## config.mk

```make
export PLATFORM = sky130hd
export DESIGN_NAME = id_pool_allocator_flat
export DESIGN_NICKNAME = d
export VERILOG_FILES = /design/src/hdl/ipa_pkg.sv /design/src/hdl/ipa_if.sv /design/src/hdl/ipa_map.sv /design/src/hdl/id_pool_allocator.sv /design/src/flat_wrapper.sv
export SDC_FILE = /design/constraint.sdc
export NUM_CORES = 1
export LEC_CHECK = 0
export ABC_AREA = 1
export BUFFER_PORTS_ARGS = -buffer_cell sky130_fd_sc_hd__buf_4
export CAP_MARGIN = 10
export CELL_PAD_IN_SITES_DETAIL_PLACEMENT = 0
export CELL_PAD_IN_SITES_GLOBAL_PLACEMENT = 1
export CORE_AREA = 2 2 227 229
export DETAILED_ROUTE_END_ITERATION = 6
export DIE_AREA = 0 0 229 231
export GPL_TIMING_DRIVEN = 0
export PLACE_DENSITY = 0.88
export SLEW_MARGIN = 10
export SYNTH_ARGS = -nofsm -noshare
export SYNTH_HDL_FRONTEND = slang
export SYNTH_HIERARCHICAL = 1
export SYNTH_SLANG_ARGS = --single-unit
```

## constraint.sdc

```tcl
create_clock -name clk -period 5.2 [get_ports clk]
set_clock_uncertainty 0.05 [all_clocks]
set_input_delay 0.26 -clock clk [delete_from_list [all_inputs] [get_ports clk]]
set_output_delay 0.26 -clock clk [all_outputs]
set_load 0.01 [all_outputs]
```

## src/hdl/ipa_pkg.sv

```systemverilog
// ipa_pkg: shared constants, types and bit-search helpers for the identifier
// pool allocator. No dependencies; imported by every other file in hdl/.
package ipa_pkg;

    localparam int ID_COUNT   = 256;
    localparam int VOID_ID    = 0;
    localparam int MAP_DEPTH  = 256;
    localparam int ID_LIMIT   = (ID_COUNT < MAP_DEPTH) ? ID_COUNT : MAP_DEPTH;
    localparam int ID_W       = $clog2(MAP_DEPTH);
    localparam int WORD_W     = 16;
    localparam int BIT_W      = $clog2(WORD_W);
    localparam int WORD_COUNT = MAP_DEPTH / WORD_W;
    localparam int ADDR_W     = $clog2(WORD_COUNT);
    localparam int CNT_W      = ADDR_W + 1;
    localparam int OP_W       = 2;
    localparam int ST_W       = 2;

    typedef logic [OP_W-1:0] op_t;
    localparam op_t OP_NEXT     = 2'd0;
    localparam op_t OP_SPECIFIC = 2'd1;
    localparam op_t OP_RELEASE  = 2'd2;

    typedef enum logic [ST_W-1:0] {
        ST_OK        = 2'd0,
        ST_TAKEN     = 2'd1,
        ST_EXHAUSTED = 2'd2,
        ST_INVALID   = 2'd3
    } status_t;

    typedef enum logic [2:0] {
        S_IDLE,
        S_SCAN,
        S_ACCESS,
        S_MODIFY,
        S_REPLY
    } state_t;

    typedef logic [WORD_W-1:0] word_t;

    typedef struct packed {
        word_t assigned;
        word_t released;
    } map_rd_t;

    typedef struct packed {
        logic              en;
        logic [ADDR_W-1:0] addr;
        word_t             assigned;
        word_t             released;
    } map_wr_t;

    function automatic logic [BIT_W-1:0] lowest_bit(input word_t w);
        logic [BIT_W-1:0] idx;
        idx = '0;
        for (int i = WORD_W - 1; i >= 0; i--)
        begin
            if (w[i])
                idx = BIT_W'(i);
        end
        return idx;
    endfunction

    function automatic logic [BIT_W-1:0] highest_bit(input word_t w);
        logic [BIT_W-1:0] idx;
        idx = '0;
        for (int i = 0; i < WORD_W; i++)
        begin
            if (w[i])
                idx = BIT_W'(i);
        end
        return idx;
    endfunction

endpackage

```

## src/hdl/ipa_if.sv

```systemverilog
// ipa_in_if / ipa_out_if: valid/ready channels for request and response words.
// Depends on ipa_pkg for field widths.
interface ipa_in_if;
    import ipa_pkg::*;
    logic            valid;
    logic            ready;
    logic [OP_W-1:0] operation;
    logic [ID_W-1:0] request_id;

    modport source (output valid, output operation, output request_id, input ready);
    modport sink   (input valid, input operation, input request_id, output ready);
endinterface

interface ipa_out_if;
    import ipa_pkg::*;
    logic            valid;
    logic            ready;
    logic [ID_W-1:0] granted_id;
    logic [ST_W-1:0] status;

    modport source (output valid, output granted_id, output status, input ready);
    modport sink   (input valid, input granted_id, input status, output ready);
endinterface

```

## src/hdl/ipa_map.sv

```systemverilog
// ipa_map: assigned and released bitmaps as two word-wide synchronous memories
// with registered read and per-row valid bits. Depends on ipa_pkg.
module ipa_map (
    input  logic                      clk,
    input  logic                      rst_n,
    input  logic                      rd_en,
    input  logic [ipa_pkg::ADDR_W-1:0] rd_addr,
    input  ipa_pkg::map_wr_t          wr,
    output ipa_pkg::map_rd_t          rd_data
);
    import ipa_pkg::*;

    word_t assigned_mem [WORD_COUNT];
    word_t released_mem [WORD_COUNT];

    logic [WORD_COUNT-1:0] row_valid_reg;
    logic                  rd_valid_reg;
    word_t                 rd_assigned_reg;
    word_t                 rd_released_reg;

    always_ff @(posedge clk)
    begin
        if (wr.en)
        begin
            assigned_mem[wr.addr] <= wr.assigned;
            released_mem[wr.addr] <= wr.released;
        end
        if (rd_en)
        begin
            rd_assigned_reg <= assigned_mem[rd_addr];
            rd_released_reg <= released_mem[rd_addr];
        end
    end

    // rows never written read as clear
    always_ff @(posedge clk or negedge rst_n)
    begin
        if (!rst_n)
        begin
            row_valid_reg <= '0;
            rd_valid_reg  <= 1'b0;
        end
        else
        begin
            if (wr.en)
                row_valid_reg[wr.addr] <= 1'b1;
            if (rd_en)
                rd_valid_reg <= row_valid_reg[rd_addr];
        end
    end

    assign rd_data.assigned = rd_valid_reg ? rd_assigned_reg : '0;
    assign rd_data.released = rd_valid_reg ? rd_released_reg : '0;

endmodule

```

## src/hdl/id_pool_allocator.sv

```systemverilog
// id_pool_allocator: top level; sequencer over the bitmap memories in ipa_map.
// Depends on ipa_pkg, ipa_in_if, ipa_out_if and ipa_map.
//
//   channel  dir  fields                 role
//   req      in   operation, request_id  allocate next / specific / release
//   rsp      out  granted_id, status     one word per request
//
// Specific and release: after accept, S_ACCESS reads the word, S_MODIFY writes it back and
// S_REPLY loads the response register; a word rejected at accept (range, void release, unused
// code) goes straight to S_REPLY. Allocate next: after accept, a sweep in S_SCAN of the 16
// bitmap words (one per cycle) finds the lowest released and highest assigned identifier, then
// a read-modify-write of one word (S_ACCESS, S_MODIFY); when exhausted, S_REPLY follows the sweep.
// Reset clears the per-row valid bits at once; a waiting response holds its register while
// the next request is accepted, and that request stalls only at its own response.
module id_pool_allocator (
    input logic       clk,
    input logic       rst_n,
    ipa_in_if.sink    req,
    ipa_out_if.source rsp
);
    import ipa_pkg::*;

    state_t            state_reg, state_next;
    op_t               op_reg, op_next;
    logic [ID_W-1:0]   id_reg, id_next;
    logic [CNT_W-1:0]  cnt_reg, cnt_next;
    logic [ADDR_W-1:0] scan_addr_reg, scan_addr_next;
    logic              rel_found_reg, rel_found_next;
    logic [ID_W-1:0]   rel_id_reg, rel_id_next;
    logic [ID_W-1:0]   top_reg, top_next;
    logic [ID_W-1:0]   pend_id_reg, pend_id_next;
    status_t           pend_st_reg, pend_st_next;
    logic              out_valid_reg, out_valid_next;
    logic [ID_W-1:0]   out_id_reg, out_id_next;
    status_t           out_st_reg, out_st_next;

    logic              rd_en;
    logic [ADDR_W-1:0] rd_addr;
    map_wr_t           wr;
    map_rd_t           rd_data;

    logic              out_free;
    logic [ID_W:0]     top_inc;
    word_t             bit_mask;

    ipa_map u_map (
        .clk     (clk),
        .rst_n   (rst_n),
        .rd_en   (rd_en),
        .rd_addr (rd_addr),
        .wr      (wr),
        .rd_data (rd_data)
    );

    always_ff @(posedge clk or negedge rst_n)
    begin
        if (!rst_n)
        begin
            state_reg     <= S_IDLE;
            out_valid_reg <= 1'b0;
        end
        else
        begin
            state_reg     <= state_next;
            out_valid_reg <= out_valid_next;
        end
    end

    always_ff @(posedge clk)
    begin
        op_reg        <= op_next;
        id_reg        <= id_next;
        cnt_reg       <= cnt_next;
        scan_addr_reg <= scan_addr_next;
        rel_found_reg <= rel_found_next;
        rel_id_reg    <= rel_id_next;
        top_reg       <= top_next;
        pend_id_reg   <= pend_id_next;
        pend_st_reg   <= pend_st_next;
        out_id_reg    <= out_id_next;
        out_st_reg    <= out_st_next;
    end

    assign out_free = !out_valid_reg || rsp.ready;
    assign bit_mask = word_t'(1) << id_reg[BIT_W-1:0];

    always_comb
    begin
        state_next     = state_reg;
        op_next        = op_reg;
        id_next        = id_reg;
        cnt_next       = cnt_reg;
        scan_addr_next = scan_addr_reg;
        rel_found_next = rel_found_reg;
        rel_id_next    = rel_id_reg;
        top_next       = top_reg;
        pend_id_next   = pend_id_reg;
        pend_st_next   = pend_st_reg;
        out_valid_next = out_valid_reg && !rsp.ready;
        out_id_next    = out_id_reg;
        out_st_next    = out_st_reg;
        rd_en          = 1'b0;
        rd_addr        = '0;
        wr             = '0;
        top_inc        = '0;
        req.ready      = 1'b0;

        case (state_reg)
            S_IDLE:
            begin
                req.ready = 1'b1;
                if (req.valid)
                begin
                    op_next      = req.operation;
                    id_next      = req.request_id;
                    pend_id_next = '0;
                    case (req.operation)
                        OP_NEXT:
                        begin
                            cnt_next       = '0;
                            rel_found_next = 1'b0;
                            top_next       = ID_W'(VOID_ID);
                            state_next     = S_SCAN;
                        end
                        OP_SPECIFIC:
                        begin
                            if ({1'b0, req.request_id} >= (ID_W+1)'(ID_LIMIT))
                            begin
                                pend_st_next = ST_EXHAUSTED;
                                state_next   = S_REPLY;
                            end
                            else
                                state_next = S_ACCESS;
                        end
                        OP_RELEASE:
                        begin
                            if ({1'b0, req.request_id} >= (ID_W+1)'(ID_LIMIT) ||
                                req.request_id == ID_W'(VOID_ID))
                            begin
                                pend_st_next = ST_INVALID;
                                state_next   = S_REPLY;
                            end
                            else
                                state_next = S_ACCESS;
                        end
                        default:
                        begin
                            pend_st_next = ST_INVALID;
                            state_next   = S_REPLY;
                        end
                    endcase
                end
            end

            S_SCAN:
            begin
                if (cnt_reg < CNT_W'(WORD_COUNT))
                begin
                    rd_en          = 1'b1;
                    rd_addr        = cnt_reg[ADDR_W-1:0];
                    scan_addr_next = cnt_reg[ADDR_W-1:0];
                end
                if (cnt_reg != '0)
                begin
                    if (!rel_found_reg && rd_data.released != '0)
                    begin
                        rel_found_next = 1'b1;
                        rel_id_next    = {scan_addr_reg, lowest_bit(rd_data.released)};
                    end
                    if (rd_data.assigned != '0)
                        top_next = {scan_addr_reg, highest_bit(rd_data.assigned)};
                end
                cnt_next = cnt_reg + CNT_W'(1);
                if (cnt_reg == CNT_W'(WORD_COUNT))
                begin
                    top_inc = {1'b0, top_next} + (ID_W+1)'(1);
                    if (rel_found_next)
                    begin
                        id_next    = rel_id_next;
                        state_next = S_ACCESS;
                    end
                    else if (top_inc >= (ID_W+1)'(ID_LIMIT))
                    begin
                        pend_id_next = '0;
                        pend_st_next = ST_EXHAUSTED;
                        state_next   = S_REPLY;
                    end
                    else
                    begin
                        id_next    = top_inc[ID_W-1:0];
                        state_next = S_ACCESS;
                    end
                end
            end

            S_ACCESS:
            begin
                rd_en      = 1'b1;
                rd_addr    = id_reg[ID_W-1:BIT_W];
                state_next = S_MODIFY;
            end

            S_MODIFY:
            begin
                wr.addr      = id_reg[ID_W-1:BIT_W];
                pend_id_next = '0;
                case (op_reg)
                    OP_NEXT:
                    begin
                        wr.en        = 1'b1;
                        wr.assigned  = rd_data.assigned | bit_mask;
                        wr.released  = rd_data.released & ~bit_mask;
                        pend_id_next = id_reg;
                        pend_st_next = ST_OK;
                    end
                    OP_SPECIFIC:
                    begin
                        if ((rd_data.assigned & bit_mask) != '0 || id_reg == ID_W'(VOID_ID))
                            pend_st_next = ST_TAKEN;
                        else
                        begin
                            wr.en        = 1'b1;
                            wr.assigned  = rd_data.assigned | bit_mask;
                            wr.released  = rd_data.released & ~bit_mask;
                            pend_id_next = id_reg;
                            pend_st_next = ST_OK;
                        end
                    end
                    OP_RELEASE:
                    begin
                        if ((rd_data.assigned & bit_mask) == '0)
                            pend_st_next = ST_INVALID;
                        else
                        begin
                            wr.en        = 1'b1;
                            wr.assigned  = rd_data.assigned & ~bit_mask;
                            wr.released  = rd_data.released | bit_mask;
                            pend_id_next = id_reg;
                            pend_st_next = ST_OK;
                        end
                    end
                    default:
                        pend_st_next = ST_INVALID;
                endcase
                state_next = S_REPLY;
            end

            S_REPLY:
            begin
                if (out_free)
                begin
                    out_valid_next = 1'b1;
                    out_id_next    = pend_id_reg;
                    out_st_next    = pend_st_reg;
                    state_next     = S_IDLE;
                end
            end

            default:
                state_next = S_IDLE;
        endcase
    end

    assign rsp.valid      = out_valid_reg;
    assign rsp.granted_id = out_id_reg;
    assign rsp.status     = out_st_reg;

endmodule

```

## src/flat_wrapper.sv

```systemverilog
// flat-port wrapper written by rule: the top's interface ports become plain ports
module id_pool_allocator_flat import ipa_pkg::*;
  (clk, rst_n, req_valid, req_operation, req_request_id, req_ready, rsp_valid, rsp_granted_id, rsp_status, rsp_ready);
  ipa_in_if req_i ();
  ipa_out_if rsp_i ();
  input logic clk;
  input logic rst_n;
  input wire logic [$bits(req_i.valid)-1:0] req_valid;
  input wire logic [$bits(req_i.operation)-1:0] req_operation;
  input wire logic [$bits(req_i.request_id)-1:0] req_request_id;
  output wire logic [$bits(req_i.ready)-1:0] req_ready;
  output wire logic [$bits(rsp_i.valid)-1:0] rsp_valid;
  output wire logic [$bits(rsp_i.granted_id)-1:0] rsp_granted_id;
  output wire logic [$bits(rsp_i.status)-1:0] rsp_status;
  input wire logic [$bits(rsp_i.ready)-1:0] rsp_ready;
  assign req_i.valid = req_valid;
  assign req_i.operation = req_operation;
  assign req_i.request_id = req_request_id;
  assign req_ready = req_i.ready;
  assign rsp_valid = rsp_i.valid;
  assign rsp_granted_id = rsp_i.granted_id;
  assign rsp_status = rsp_i.status;
  assign rsp_i.ready = rsp_ready;
  id_pool_allocator u_core (.clk(clk), .rst_n(rst_n), .req(req_i), .rsp(rsp_i));
endmodule
```

==> flow_summary_export.csv <==
group,metric,value,unit
setup_path,crit_chain,"clkbuf_1 > clkbuf_1 > nand2_1 > inv_1 > inv_1 > nand4_1 > nor2_1 > nand2_1 > nand2_2 > inv_1 > nor2_1 > a21oi_1 > ha_1 > inv_1 > nor2_1 > nand3_1 > nand2_1 > nor3b_2",
setup_path,cp_max_fo,10,
place,globalplace.congestion,0.946,
run_status,status,"completed",
final_layout,multi_input_area,0.00655,mm2
global_routing,grt_pass1_wl,112,mm
setup_path,path_delay_family,"simple AND/OR/NAND/NOR gates",
route,vias,18400,
hold_path,hp-class,"in -> async",
synth,synth_edf_count,600,
sta,rsz0062_at_grt,"no",
synth,yosysSeqAreaShare,71.2,%
sta,final_max_slew_viol_count,0,
synth,ys_warn_count,6,
setup_path,end_kind,"flop",
final_layout,stdcell_area,0.0297,mm2
sta,finalSetupViolCount,0,
pwr,seq_power_share,38.0,%
pwr,max-vdd-ir-drop,0.354,mV
route,drt_iter0_markers,2458,
clocking,numCtsBuffers,61,
final_layout,regArea,0.0185,mm2
floorplanning,fp-row-count,83,
sta,tightest_slew,1.39,ns
setup_path,slowest_stage,"nor3b_2",
place,port_buffers,25,
synth,ys.flop_type,"edfxtp_1",
clocking,clk_path_buf_depth,3,
clocking,cts_sinks,621,
global_routing,grt_util_all_layers,28.6,%
setup_path,cp.arrival,4.98,ns
route,drc_errors,0,
synth,yosysTopAreaCell,"edfxtp_1",
place,hpwl,50.0,mm
floorplanning,initial_core_util,51.4,%
sta,hold_viol_final,0,
synth,synth_nets,2261,
global_routing,antenna_found_initial,1,
clocking,post_cts_resized,0,
job,max_cap_viol_count,0,
pwr,leakage,9.44,nW
pwr,power.density,563,mW/mm2
synth,ys_types,41,
sta,slew_headroom,7.16,%
place,dpl_cell_area,0.0276,mm2
route,wire_per_inst,24.3,um
pwr,comb_power_share,37.1,%
global_routing,grt_max_degree,24,
place,dp.cells,2971,
final_layout,reg.largest.list,"u_core/u_map/assigned_mem x256, u_core/u_map/released_mem x256",
synth,synth.most_common_cell,"edfxtp_1",
synth,synth_cells,2244,
sta,tns,0,ns
setup_path,cpPeakStageDelay,0.57,ns
final_layout,n_antenna_cell,0,
pwr,p_total,16.7,mW
floorplanning,io_pins,26,
setup_path,critPathLaunchType,"flop",
pwr,clock_power_share,24.9,%
final_layout,nets,2386,
final_layout,area_growth,14.0,%
final_layout,finalNonFillerCells,3096,
route,wirelength,75.4,mm
clocking,cts.htree.levels,2,
sta,max_freq,210,MHz
global_routing,grt-ovfl-total,0,
synth,synth-async-reset-ratio,3.38,%
route,first_pass_iters,7,
setup_path,path_buf_inv,6,
clocking,clkLatencyLatePin,0.66,ns
pwr,switching_share,39.3,%
synth,ys_seq_elements,621,
route,routed_via_density,5.96,
clocking,cts_tree,"built",
final_layout,n_fill_cell,4108,
floorplanning,die_area,0.0529,mm2
setup_path,critical_path_class,"reg -> reg",
clocking,cts-root-buf,"clkbuf_16",
route,final_antenna_net_count,0,
final_layout,drive_gt1_share,9.81,%
setup_path,cp_common_cell,"inv_1",
pwr,p_sw,6.56,mW
global_routing,grt_pass1_vias,18100,
setup_path,crit_required,5.41,ns
synth,synth_area,0.0260,mm2
synth,synthTopCellsByArea,"edfxtp_1, nor2_1, o211ai_1, o21ai_0, nand2_1",
pwr,power.internal,10.1,mW
floorplanning,chipWidth,229,um
sta,period_share,91.7,%
clocking,clk_pin_slew,0.06,ns
synth,synth.avg_cell_area,11.6,um2
synth,synthTopCellsByCount,"edfxtp_1, nor2_1, nand2_1",
floorplanning,coreArea,0.0507,mm2
synth,synth_top_area_share,69.2,%
floorplanning,die_h,231,um
sta,fin_crit,4.77,ns
per-stage QoR:
step,hold slack [ns],util (%),worst slack [ns]
final,0.0296,58.6,0.429
after global routing,0.0600,58.6,0.122
after CTS,0.0136,58.5,0.532
after detailed placement,0.133,54.5,0.574
after global placement,0.129,53.4,-0.989
after floorplan,-0.0856,-,1.28
layer usage:
metal  global-route usage [%]  vias up  wire, um
met5                        0        -         0
met4                     11.9        0      2750
met3                     5.09      152      8310
met2                     46.4     1067     35500
met1                     38.5     9029     28900
li1                         -     8194         -
cells by family after synthesis:
| family | after synthesis | synth area share, % |
|---|---|---|
| adders and majority gates | 3 | 0.144 |
| DFF | 621 | 71.2 |
| muxes | 1 | 0.0385 |
| buffers and inverters | 264 | 4.23 |
| and+or+nand+nor | 878 | 13.7 |
| AOI/OAI and AO/OA | 477 | 10.7 |
worst reg2reg max path: stages, from the launching register on:
cell	delay [ns]
dfrtp_1	0.33
clkbuf_1	0.32
clkbuf_1	0.48
nand2_1	0.16
inv_1	0.26
inv_1	0.17
nand4_1	0.15
nor2_1	0.08
nand2_1	0.07
nand2_2	0.14
inv_1	0.22
nor2_1	0.09
a21oi_1	0.35
ha_1	0.25
inv_1	0.06
nor2_1	0.29
nand3_1	0.22
nand2_1	0.15
nor3b_2	0.57
area by class of cell:
class	count	area share [%]
flip-flops and latches	621	62.5
multi-input cells	1359	22.1
clock buffers	82	5.48
well taps	680	2.87
repair buffers	62	2.56
plain buffers	123	1.93
inverters	141	1.78
clock inverters	28	0.839
layout by cell type (no fill, tap or decap), types with 22 or more instances in the layout:
master and count:
edfxtp_1 600, nor2_1 465, nand2_1 233, o21ai_0 187, inv_1 136, o211ai_1 130, o21ai_1 111, nand3_1 106
clkbuf_1 74, clkbuf_16 61, buf_4 40, buf_2 31, buf_1 22
final timing paths:
kind,slack [ns],to,cells after the start,start
min in group clk,0.33,u_core/op_reg[1],2,req_operation[1]
hold reg to reg,0.37,u_core/rsp.granted_id[2],0,u_core/pend_id_reg[2]
max in group asynchronous,4.82,u_core/u_map/rd_valid_reg,2,rst_n
hold / removal,0.03,u_core/u_map/row_valid_reg[6],2,rst_n
setup reg to reg,0.43,u_core/pend_id_reg[5],18,u_core/u_map/rd_valid_reg
setup / recovery,0.43,u_core/pend_id_reg[5],18,u_core/u_map/rd_valid_reg
power groups by stage:
stage / sequential, mW / clock, mW / combinational, mW
2_1_floorplan: 6.39 / 0 / 3.78
3_3_place_gp: 6.45 / 0 / 5.81
3_5_place_dp: 6.45 / 0 / 6.00
4_1_cts: 6.35 / 4.21 / 6.05
5_1_grt: 6.39 / 4.38 / 6.73
6_report: 6.35 / 4.17 / 6.19
timing repair:
action | 4_1_cts | 5_1_grt
hold endpoints to repair | 36 | 0
buffers inserted | 0 | 0
hold buffers | 13 | 0
(Power assumes the default switching activity.)
